==> config.mk <==
export PLATFORM = sky130hd
export DESIGN_NAME = triggered_tick_window_statistics_flat
export DESIGN_NICKNAME = d
export VERILOG_FILES = /design/src/rtl/core/ttws_pkg.sv /design/src/rtl/core/ttws_in_if.sv /design/src/rtl/core/ttws_out_if.sv /design/src/rtl/core/ttws_regs.sv /design/src/rtl/core/ttws_alu.sv /design/src/rtl/core/triggered_tick_window_statistics.sv /design/src/flat_wrapper.sv
export SDC_FILE = /design/constraint.sdc
export NUM_CORES = 1
export LEC_CHECK = 0
export BUFFER_PORTS_ARGS = -buffer_cell sky130_fd_sc_hd__buf_4
export CAP_MARGIN = 20
export CORE_MARGIN = 2
export CORE_UTILIZATION = 59
export DETAILED_ROUTE_END_ITERATION = 10
export GPL_ROUTABILITY_DRIVEN = 0
export PLACE_DENSITY = 0.81
export SETUP_SLACK_MARGIN = 0.02
export SLEW_MARGIN = 15
export SYNTH_ARGS = -nofsm -noshare
export SYNTH_HDL_FRONTEND = slang
export SYNTH_SLANG_ARGS = --single-unit
==> constraint.sdc <==
create_clock -name clk -period 10.07 [get_ports clk]
set_input_delay 1.5105 -clock clk [delete_from_list [all_inputs] [get_ports clk]]
set_output_delay 1.5105 -clock clk [all_outputs]
set_load 0.02 [all_outputs]
==> src/rtl/core/ttws_pkg.sv <==
// Package for the triggered tick window statistics block.
// Constants, state encoding and shared struct types; no dependencies.
package ttws_pkg;

  localparam int unsigned MAX_WINDOW    = 65535;
  localparam int unsigned DURATION_BITS = 32;

  localparam int unsigned DUR_W    = 32;
  localparam int unsigned HANDLE_W = 32;
  localparam int unsigned COUNT_W  = 16;
  localparam int unsigned SUM_W    = 48;
  localparam int unsigned ADDR_W   = 3;
  localparam int unsigned DATA_W   = 32;

  localparam int unsigned DIV_STEPS = SUM_W;
  localparam int unsigned DIV_CNT_W = $clog2(DIV_STEPS);

  localparam logic [DUR_W-1:0] DUR_MASK =
    (DURATION_BITS >= DUR_W) ? {DUR_W{1'b1}} : DUR_W'((64'(1) << DURATION_BITS) - 64'(1));

  localparam logic [COUNT_W-1:0] WINDOW_CAP =
    (MAX_WINDOW >= (1 << COUNT_W)) ? {COUNT_W{1'b1}} : COUNT_W'(MAX_WINDOW);

  localparam logic REG_WIN_LEN        = 1'b0;
  localparam logic REG_SLOW_THRESHOLD = 1'b1;

  localparam logic KIND_TRIGGER = 1'b0;
  localparam logic KIND_TICK    = 1'b1;

  typedef enum logic [2:0] {
    S_IDLE,
    S_TRIG,
    S_MIN,
    S_MAX,
    S_SLOW,
    S_SUM,
    S_CHECK,
    S_DIV
  } state_t;

  typedef enum logic {
    ALU_ADD,
    ALU_SUB
  } alu_op_t;

  typedef struct packed {
    alu_op_t          op;
    logic [SUM_W-1:0] a;
    logic [SUM_W-1:0] b;
  } alu_req_t;

  typedef struct packed {
    logic [COUNT_W-1:0] win_len;
    logic [DUR_W-1:0]   slow_threshold_us;
  } cfg_t;

endpackage

==> src/rtl/core/ttws_in_if.sv <==
// Input channel: one word is a trigger or a completed tick.
// Depends on ttws_pkg for field widths.
interface ttws_in_if;
  logic                        valid;
  logic                        ready;
  logic                        kind;
  logic [ttws_pkg::DUR_W-1:0]  duration_us;

  modport source (output valid, kind, duration_us, input ready);
  modport sink   (input valid, kind, duration_us, output ready);
endinterface

==> src/rtl/core/ttws_out_if.sv <==
// Output channel: one word is a trigger answer or a window report.
// Depends on ttws_pkg for field widths.
interface ttws_out_if;
  logic                          valid;
  logic                          ready;
  logic                          result_kind;
  logic [ttws_pkg::HANDLE_W-1:0] handle;
  logic [ttws_pkg::COUNT_W-1:0]  tick_count;
  logic [ttws_pkg::DUR_W-1:0]    min_us;
  logic [ttws_pkg::DUR_W-1:0]    max_us;
  logic [ttws_pkg::DUR_W-1:0]    avg_us;
  logic [ttws_pkg::COUNT_W-1:0]  slow_count;

  modport source (output valid, result_kind, handle, tick_count, min_us, max_us, avg_us,
                  slow_count, input ready);
  modport sink   (input valid, result_kind, handle, tick_count, min_us, max_us, avg_us,
                  slow_count, output ready);
endinterface

==> src/rtl/core/ttws_regs.sv <==
// APB configuration registers: window length and slow threshold.
// Depends on ttws_pkg.
module ttws_regs (
  input  logic                         clk,
  input  logic                         rst,
  input  logic                         psel,
  input  logic                         penable,
  input  logic                         pwrite,
  input  logic [ttws_pkg::ADDR_W-1:0]  paddr,
  input  logic [ttws_pkg::DATA_W-1:0]  pwdata,
  output logic [ttws_pkg::DATA_W-1:0]  prdata,
  output logic                         pready,
  output ttws_pkg::cfg_t               cfg
);
  import ttws_pkg::*;

  logic wr_en;

  assign pready = 1'b1;
  assign wr_en  = psel && penable && pwrite && pready;

  always_ff @(posedge clk) begin
    if (rst) begin
      cfg <= '0;
    end else if (wr_en) begin
      case (paddr[2])
        REG_WIN_LEN:        cfg.win_len           <= pwdata[COUNT_W-1:0];
        REG_SLOW_THRESHOLD: cfg.slow_threshold_us <= pwdata[DUR_W-1:0];
        default: ;
      endcase
    end
  end

  always_comb begin
    case (paddr[2])
      REG_WIN_LEN:        prdata = DATA_W'(cfg.win_len);
      REG_SLOW_THRESHOLD: prdata = DATA_W'(cfg.slow_threshold_us);
      default:            prdata = '0;
    endcase
  end

endmodule

==> src/rtl/core/ttws_alu.sv <==
// Shared add/subtract unit; the top bit is carry out or borrow.
// Depends on ttws_pkg.
module ttws_alu (
  input  ttws_pkg::alu_req_t        req,
  output logic [ttws_pkg::SUM_W:0]  res
);
  import ttws_pkg::*;

  always_comb begin
    case (req.op)
      ALU_ADD: res = {1'b0, req.a} + {1'b0, req.b};
      ALU_SUB: res = {1'b0, req.a} - {1'b0, req.b};
      default: res = '0;
    endcase
  end

endmodule

==> src/rtl/core/triggered_tick_window_statistics.sv <==
// Top level: sequencer, statistics registers and restoring divider around ttws_alu.
// Depends on ttws_pkg, ttws_in_if, ttws_out_if, ttws_regs and ttws_alu.
//
// Usage. Words arrive on item (kind 0 = trigger, 1 = tick with duration_us) and
// answers leave on result. Both are valid/ready channels; a word moves when both
// are high. The user must write registers over the APB port only while the block
// is idle; the block itself does not enforce this. One word is handled at a time:
// item.ready is high only while idle. A refused trigger is answered from idle; an
// accepted one passes through S_TRIG, which takes a new handle. A tick steps
// through min, max, slow test, sum and window-end test, each using the shared
// adder in turn; a tick with no open window is dropped. The tick that ends a
// window then runs a restoring division on the same adder, one quotient bit per
// cycle, before the report is offered. The answer is held in place while
// result.ready is low; no new word is taken until it has gone. Reset clears the
// registers, closes any window and restarts handle numbering at 1.
module triggered_tick_window_statistics (
  input  logic                         clk,
  input  logic                         rst,
  ttws_in_if.sink                      item,
  ttws_out_if.source                   result,
  input  logic                         psel,
  input  logic                         penable,
  input  logic                         pwrite,
  input  logic [ttws_pkg::ADDR_W-1:0]  paddr,
  input  logic [ttws_pkg::DATA_W-1:0]  pwdata,
  output logic [ttws_pkg::DATA_W-1:0]  prdata,
  output logic                         pready
);
  import ttws_pkg::*;

  cfg_t                 cfg;
  alu_req_t             alu_req;
  logic [SUM_W:0]       alu_res;
  logic                 borrow;

  state_t               state;
  state_t               state_next;
  logic                 out_pending;

  logic                 window_open;
  logic [HANDLE_W-1:0]  current_handle;
  logic [HANDLE_W-1:0]  last_handle;
  logic [HANDLE_W-1:0]  new_handle;
  logic [COUNT_W-1:0]   ticks_seen;
  logic [DUR_W-1:0]     running_min;
  logic [DUR_W-1:0]     running_max;
  logic [SUM_W-1:0]     running_sum;
  logic [COUNT_W-1:0]   slow_ticks;
  logic [DUR_W-1:0]     dur;

  logic                 res_kind;
  logic [HANDLE_W-1:0]  res_handle;

  logic [COUNT_W-1:0]   rem;
  logic [SUM_W-1:0]     quo;
  logic [DIV_CNT_W-1:0] div_cnt;
  logic [COUNT_W:0]     trial;

  logic [COUNT_W-1:0]   eff_window;
  logic                 take;
  logic                 refuse;

  ttws_regs u_regs (
    .clk     (clk),
    .rst     (rst),
    .psel    (psel),
    .penable (penable),
    .pwrite  (pwrite),
    .paddr   (paddr),
    .pwdata  (pwdata),
    .prdata  (prdata),
    .pready  (pready),
    .cfg     (cfg)
  );

  ttws_alu u_alu (
    .req (alu_req),
    .res (alu_res)
  );

  assign borrow     = alu_res[SUM_W];
  assign trial      = {rem, quo[SUM_W-1]};
  assign eff_window = (cfg.win_len > WINDOW_CAP) ? WINDOW_CAP : cfg.win_len;
  assign take       = item.valid && item.ready;
  assign refuse     = window_open || (cfg.win_len == '0);
  assign new_handle = (alu_res[HANDLE_W-1:0] == '0) ? HANDLE_W'(1) : alu_res[HANDLE_W-1:0];

  // next state
  always_comb begin
    state_next = state;
    case (state)
      S_IDLE: begin
        if (out_pending) begin
          if (result.ready) state_next = S_IDLE;
        end else if (take) begin
          if (item.kind == KIND_TRIGGER) begin
            state_next = refuse ? S_IDLE : S_TRIG;
          end else if (window_open) begin
            state_next = S_MIN;
          end
        end
      end
      S_TRIG:  state_next = S_IDLE;
      S_MIN:   state_next = S_MAX;
      S_MAX:   state_next = S_SLOW;
      S_SLOW:  state_next = S_SUM;
      S_SUM:   state_next = S_CHECK;
      S_CHECK: state_next = borrow ? S_IDLE : S_DIV;
      S_DIV: begin
        if (div_cnt == '0) state_next = S_IDLE;
      end
      default: state_next = S_IDLE;
    endcase
  end

  // adder operands and handshake outputs
  always_comb begin
    alu_req = '{op: ALU_SUB, a: '0, b: '0};
    case (state)
      S_TRIG:  alu_req = '{op: ALU_ADD, a: SUM_W'(last_handle), b: SUM_W'(1)};
      S_MIN:   alu_req = '{op: ALU_SUB, a: SUM_W'(dur), b: SUM_W'(running_min)};
      S_MAX:   alu_req = '{op: ALU_SUB, a: SUM_W'(running_max), b: SUM_W'(dur)};
      S_SLOW:  alu_req = '{op: ALU_SUB, a: SUM_W'(cfg.slow_threshold_us), b: SUM_W'(dur)};
      S_SUM:   alu_req = '{op: ALU_ADD, a: running_sum, b: SUM_W'(dur)};
      S_CHECK: alu_req = '{op: ALU_SUB, a: SUM_W'(ticks_seen), b: SUM_W'(eff_window)};
      S_DIV:   alu_req = '{op: ALU_SUB, a: SUM_W'(trial), b: SUM_W'(ticks_seen)};
      default: ;
    endcase
  end

  assign item.ready = (state == S_IDLE) && !out_pending;

  assign result.valid       = out_pending;
  assign result.result_kind = res_kind;
  assign result.handle      = res_handle;
  assign result.tick_count  = res_kind ? ticks_seen : '0;
  assign result.min_us      = res_kind ? running_min : '0;
  assign result.max_us      = res_kind ? running_max : '0;
  assign result.avg_us      = res_kind ? quo[DUR_W-1:0] : '0;
  assign result.slow_count  = res_kind ? slow_ticks : '0;

  always_ff @(posedge clk) begin
    if (rst) begin
      state          <= S_IDLE;
      out_pending    <= 1'b0;
      window_open    <= 1'b0;
      current_handle <= '0;
      last_handle    <= '0;
      ticks_seen     <= '0;
      running_min    <= '1;
      running_max    <= '0;
      running_sum    <= '0;
      slow_ticks     <= '0;
      res_kind       <= KIND_TRIGGER;
      res_handle     <= '0;
    end else begin
      state <= state_next;
      case (state)
        S_IDLE: begin
          if (out_pending) begin
            if (result.ready) begin
              out_pending <= 1'b0;
              if (res_kind == KIND_TICK) begin
                window_open    <= 1'b0;
                current_handle <= '0;
              end
            end
          end else if (take) begin
            if (item.kind == KIND_TRIGGER) begin
              if (refuse) begin
                out_pending <= 1'b1;
                res_kind    <= KIND_TRIGGER;
                res_handle  <= '0;
              end
            end else begin
              dur <= item.duration_us & DUR_MASK;
            end
          end
        end
        S_TRIG: begin
          last_handle    <= new_handle;
          current_handle <= new_handle;
          window_open    <= 1'b1;
          ticks_seen     <= '0;
          running_min    <= '1;
          running_max    <= '0;
          running_sum    <= '0;
          slow_ticks     <= '0;
          out_pending    <= 1'b1;
          res_kind       <= KIND_TRIGGER;
          res_handle     <= new_handle;
        end
        S_MIN: begin
          if (borrow) running_min <= dur;
        end
        S_MAX: begin
          if (borrow) running_max <= dur;
        end
        S_SLOW: begin
          if (ticks_seen != '1) ticks_seen <= ticks_seen + COUNT_W'(1);
          if (borrow && slow_ticks != '1) slow_ticks <= slow_ticks + COUNT_W'(1);
        end
        S_SUM: begin
          running_sum <= alu_res[SUM_W-1:0];
        end
        S_CHECK: begin
          rem     <= '0;
          quo     <= running_sum;
          div_cnt <= DIV_CNT_W'(DIV_STEPS - 1);
        end
        S_DIV: begin
          rem     <= borrow ? trial[COUNT_W-1:0] : alu_res[COUNT_W-1:0];
          quo     <= {quo[SUM_W-2:0], ~borrow};
          div_cnt <= div_cnt - DIV_CNT_W'(1);
          if (div_cnt == '0) begin
            out_pending <= 1'b1;
            res_kind    <= KIND_TICK;
            res_handle  <= current_handle;
          end
        end
        default: ;
      endcase
    end
  end

  a_no_take_while_pending: assert property (@(posedge clk) disable iff (rst)
    out_pending |-> !item.ready)
    else $error("input taken while an answer is pending");

  a_open_has_handle: assert property (@(posedge clk) disable iff (rst)
    window_open |-> current_handle != '0)
    else $error("open window without a handle");

  a_report_handle: assert property (@(posedge clk) disable iff (rst)
    (out_pending && res_kind == KIND_TICK) |-> (res_handle != '0 && window_open))
    else $error("report for a window that is not open");

  a_div_nonzero: assert property (@(posedge clk) disable iff (rst)
    state == S_DIV |-> (ticks_seen != '0 && window_open))
    else $error("division started with zero tick count");

endmodule

==> src/flat_wrapper.sv <==
// flat-port wrapper written by rule: the top's interface ports become plain ports
module triggered_tick_window_statistics_flat import ttws_pkg::*;
  (clk, rst, psel, penable, pwrite, paddr, pwdata, prdata, pready, item_valid, item_kind, item_duration_us, item_ready, result_valid, result_result_kind, result_handle, result_tick_count, result_min_us, result_max_us, result_avg_us, result_slow_count, result_ready);
  ttws_in_if item_i ();
  ttws_out_if result_i ();
  input  logic clk;
  input  logic rst;
  input  logic psel;
  input  logic penable;
  input  logic pwrite;
  input  logic [ttws_pkg::ADDR_W-1:0] paddr;
  input  logic [ttws_pkg::DATA_W-1:0] pwdata;
  output logic [ttws_pkg::DATA_W-1:0] prdata;
  output logic pready;
  input wire logic [$bits(item_i.valid)-1:0] item_valid;
  input wire logic [$bits(item_i.kind)-1:0] item_kind;
  input wire logic [$bits(item_i.duration_us)-1:0] item_duration_us;
  output wire logic [$bits(item_i.ready)-1:0] item_ready;
  output wire logic [$bits(result_i.valid)-1:0] result_valid;
  output wire logic [$bits(result_i.result_kind)-1:0] result_result_kind;
  output wire logic [$bits(result_i.handle)-1:0] result_handle;
  output wire logic [$bits(result_i.tick_count)-1:0] result_tick_count;
  output wire logic [$bits(result_i.min_us)-1:0] result_min_us;
  output wire logic [$bits(result_i.max_us)-1:0] result_max_us;
  output wire logic [$bits(result_i.avg_us)-1:0] result_avg_us;
  output wire logic [$bits(result_i.slow_count)-1:0] result_slow_count;
  input wire logic [$bits(result_i.ready)-1:0] result_ready;
  assign item_i.valid = item_valid;
  assign item_i.kind = item_kind;
  assign item_i.duration_us = item_duration_us;
  assign item_ready = item_i.ready;
  assign result_valid = result_i.valid;
  assign result_result_kind = result_i.result_kind;
  assign result_handle = result_i.handle;
  assign result_tick_count = result_i.tick_count;
  assign result_min_us = result_i.min_us;
  assign result_max_us = result_i.max_us;
  assign result_avg_us = result_i.avg_us;
  assign result_slow_count = result_i.slow_count;
  assign result_i.ready = result_ready;
  triggered_tick_window_statistics u_core (.clk(clk), .rst(rst), .item(item_i), .result(result_i), .psel(psel), .penable(penable), .pwrite(pwrite), .paddr(paddr), .pwdata(pwdata), .prdata(prdata), .pready(pready));
endmodule
==> flow_summary.json <==
{
  "outcome": "completed",
  "drive_gt1_share_pct": 16.6,
  "worst_pin_slew_ns": 1.15,
  "drt_first_pass_iters": 8,
  "crit_path_end_kind": "flip-flop",
  "p_sw_share_pct": 36.4,
  "p_switching_mw": 1.88,
  "rows": 71,
  "hold-worst-slack_ns": 0.439,
  "min_to": "u_core.current_handle[16]",
  "tns_ns": 0,
  "clkPwrFrac_pct": 32.2,
  "fin_util_pct": 69.5,
  "arrival_ns": 8.23,
  "leakage_nw": 11.0,
  "port-buffer-count": 267,
  "post-route-cell-area_mm2": 0.0260,
  "slowest_stage": "dfxtp_2",
  "insertion_delay_ns": 0.58,
  "seq_power_share_pct": 34.8,
  "postSynth.asyncResetShare_pct": 0,
  "rrSetupSlack_ns": 2.36,
  "drc": 0,
  "pwr-share-comb_pct": 33.1,
  "drt_first_iter_violations": 2891,
  "timing.final.crit_share_pct": 76.6,
  "dieWidth_um": 198,
  "start_util_pct": 59.6,
  "grt_pass1_vias": 19885,
  "htreeDepth": 2,
  "critical_path_class": "reg2reg",
  "grt_max_degree": 132,
  "syn_area_per_cell_um2": 8.33,
  "hold_buffers": 0,
  "synth-seq-cells": 396,
  "crit_path_max_fanout": 35,
  "synthDominantCellAreaShare_pct": 26.4,
  "synth_top_cell_by_area": "dfxtp_1",
  "ys_types": 88,
  "area_growth_pct": 16.6,
  "ant_nets": 0,
  "cp-start-kind": "flip-flop",
  "synth.most_common_cell": "nand2_1",
  "r2r_end": "u_core.running_max[17]",
  "die_h_um": 198,
  "root_buffer": "clkbuf_16",
  "synth_area_mm2": 0.0223,
  "grt_pass1_wl_mm": 111,
  "r2r-start": "u_core.state[2]",
  "overflow": 0,
  "power_density_mw_per_mm2": 199,
  "cts_buffers": 42,
  "dp_hpwl_mm": 50.6,
  "synthCells": 2674,
  "synth.net_count": 2804,
  "fin_skew_ns": 0.0167,
  "max_stage_delay_ns": 0.72,
  "ys.flop_type": "dfxtp_1",
  "antenna_found_initial": 0,
  "rr_worst_depth": 22,
  "cts_num_sinks": 396,
  "setup_viol": 0,
  "clk_path_buf_depth": 3,
  "slew_headroom_pct": 22.8,
  "grt_setup_unrepaired": "false",
  "num_antenna_cells": 0,
  "ys_seq_area_share_pct": 40.2,
  "synth_enable_flop_cells": 102,
  "intPower_mw": 3.29,
  "cts_resized": 0,
  "path_buf_inv": 2,
  "hold_path.class": "reg2reg",
  "clk_pin_slew_ns": 0.07,
  "cts_tree": "done",
  "holdPathStages": 2,
  "routed_wl_mm": 71.9,
  "ys_top_cells_by_area": "dfxtp_1 26%, edfxtp_1 14%, nand2_1 8.5%",
  "coreArea_mm2": 0.0374,
  "max_freq_mhz": 130,
  "track_usage_pct": 35.9,
  "nNetsFinal": 2952,
  "min_from": "u_core.current_handle[16]",
  "num_vias": 21445,
  "die-area_mm2": 0.0393,
  "cp_top_family": "simple AND/OR/NAND/NOR gates",
  "viasPerCell": 6.37,
  "io_pins": 271,
  "crit_chain": "nand2b_1, buf_4, nor2_1, a21oi_2, ha_1, nand2_1, nor3_2, and4_1, nor2_1, xnor2_1, a21oi_1, ha_1, and2_1, nor2b_1, nand3_1, a21oi_1, o21ai_1, o21ai_2, nand2_1, a21oi_2, buf_4, a22o_1",
  "worstPathRequired_ns": 10.58,
  "netlist_top_cells_count": "506 x nand2_1, 294 x dfxtp_1, 215 x a21oi_1",
  "ys_warn_count": 0,
  "hold_viol": 0,
  "wl_per_cell_um": 21.4,
  "drv_cap": 0,
  "place_area_mm2": 0.0244,
  "final-max-slew-violation-count": 0,
  "period_needed_ns": 7.71,
  "post-cts-setup-buffers": 0,
  "ir_worst_vdd_uv": 113
}
[power groups by stage]
| stage | clock network [mW] | logic [mW] | registers [mW] |
|---|---|---|---|
| floorplan | 0 | 1.18 | 1.81 |
| global placement | 0 | 1.59 | 1.82 |
| detailed placement | 0 | 1.64 | 1.82 |
| CTS | 1.67 | 1.65 | 1.79 |
| global route | 1.73 | 1.83 | 1.80 |
| finish | 1.66 | 1.71 | 1.80 |
[worst max-delay path by stage]
stage	startpoint	end	depth (start not counted)
finish	u_core.state[2]	u_core.running_max[17]	22
CTS	u_core.state[2]	u_core.running_max[13]	22
detailed placement	u_core.state[2]	u_core.running_max[27]	22
global route	u_core.state[2]	u_core.running_max[11]	20
floorplan	rst	u_core.div_cnt[0]	5
global placement	u_core.state[2]	u_core.running_max[27]	21
[worst reg2reg max path, stage by stage (launching register included)]
cell and delay, ns:
dfxtp_2 0.72, nand2b_1 0.72, buf_4 0.43, nor2_1 0.12, a21oi_2 0.19, ha_1 0.22, nand2_1 0.07, nor3_2 0.38
and4_1 0.61, nor2_1 0.11, xnor2_1 0.18, a21oi_1 0.09, ha_1 0.54, and2_1 0.21, nor2b_1 0.47, nand3_1 0.16
a21oi_1 0.21, o21ai_1 0.23, o21ai_2 0.65, nand2_1 0.21, a21oi_2 0.60, buf_4 0.36, a22o_1 0.19
[layout by cell type, fill, tap and decap left out, types with 42 or more instances in the layout]
| cell type | n |
|---|---|
| nand2_1 | 505 |
| buf_4 | 305 |
| dfxtp_1 | 290 |
| a21oi_1 | 214 |
| nor2_1 | 193 |
| and2_1 | 160 |
| edfxtp_1 | 102 |
| mux2i_1 | 75 |
| o21ai_0 | 75 |
| nand3_1 | 63 |
| xnor2_1 | 57 |
| a22oi_1 | 57 |
| and3_1 | 56 |
| ha_1 | 54 |
| a22o_1 | 45 |
| clkbuf_16 | 45 |
| mux2_2 | 42 |
| o21bai_1 | 42 |
[area by class of cell]
| type | instances | area (µm²) |
|---|---|---|
| Sequential cell | 396 | 8960 |
| Fill cell | 2911 | 11400 |
| Inverter | 29 | 109 |
| Clock inverter | 13 | 165 |
| Multi-Input combinational cell | 2047 | 12500 |
| Timing Repair Buffer | 306 | 2320 |
| Tap cell | 511 | 639 |
| Clock buffer | 65 | 1340 |
[kinds of logic after synthesis]
kind of cell	after synthesis	share of synthesized area (%)
AND/OR/NAND/NOR	1095	22.7
multiplexers	123	6.10
XOR/XNOR	96	3.81
buffers and inverters	231	4.19
flip-flops	396	40.2
AO/OA/AOI/OAI	677	19.8
other	1	0.0168
adder cells (fa/ha/maj)	55	3.12
[layer usage]
metal  part of all wire (%)  GRT usage [%]  vias up
met3                     13           8.18      175
met2                     42           52.9     1385
met1                     41           50.6    10103
li1                       -              -     9782
met5                      0              0        -
met4                    3.7           15.0        0
[per-stage QoR]
stage	setup slack [ns]	total power, mW	instances
after floorplan	4.34	2.99	2674
after global placement	2.94	3.41	3288
after detailed placement	2.69	3.46	3288
after CTS	2.64	5.11	3366
after global routing	1.82	5.36	3367
final	2.36	5.17	3367
[state kept, by name (all words and copies together), names as in the netlist, 32 cells and up]
signal	cells
u_core.quo	48
u_core.current_handle	32
u_core.dur	32
u_core.running_min	32
u_core.u_regs.cfg	48
u_core.running_max	32
u_core.running_sum	48
u_core.result.handle	32
u_core.last_handle	32
Note: power is estimated with default switching activity, not from simulation.
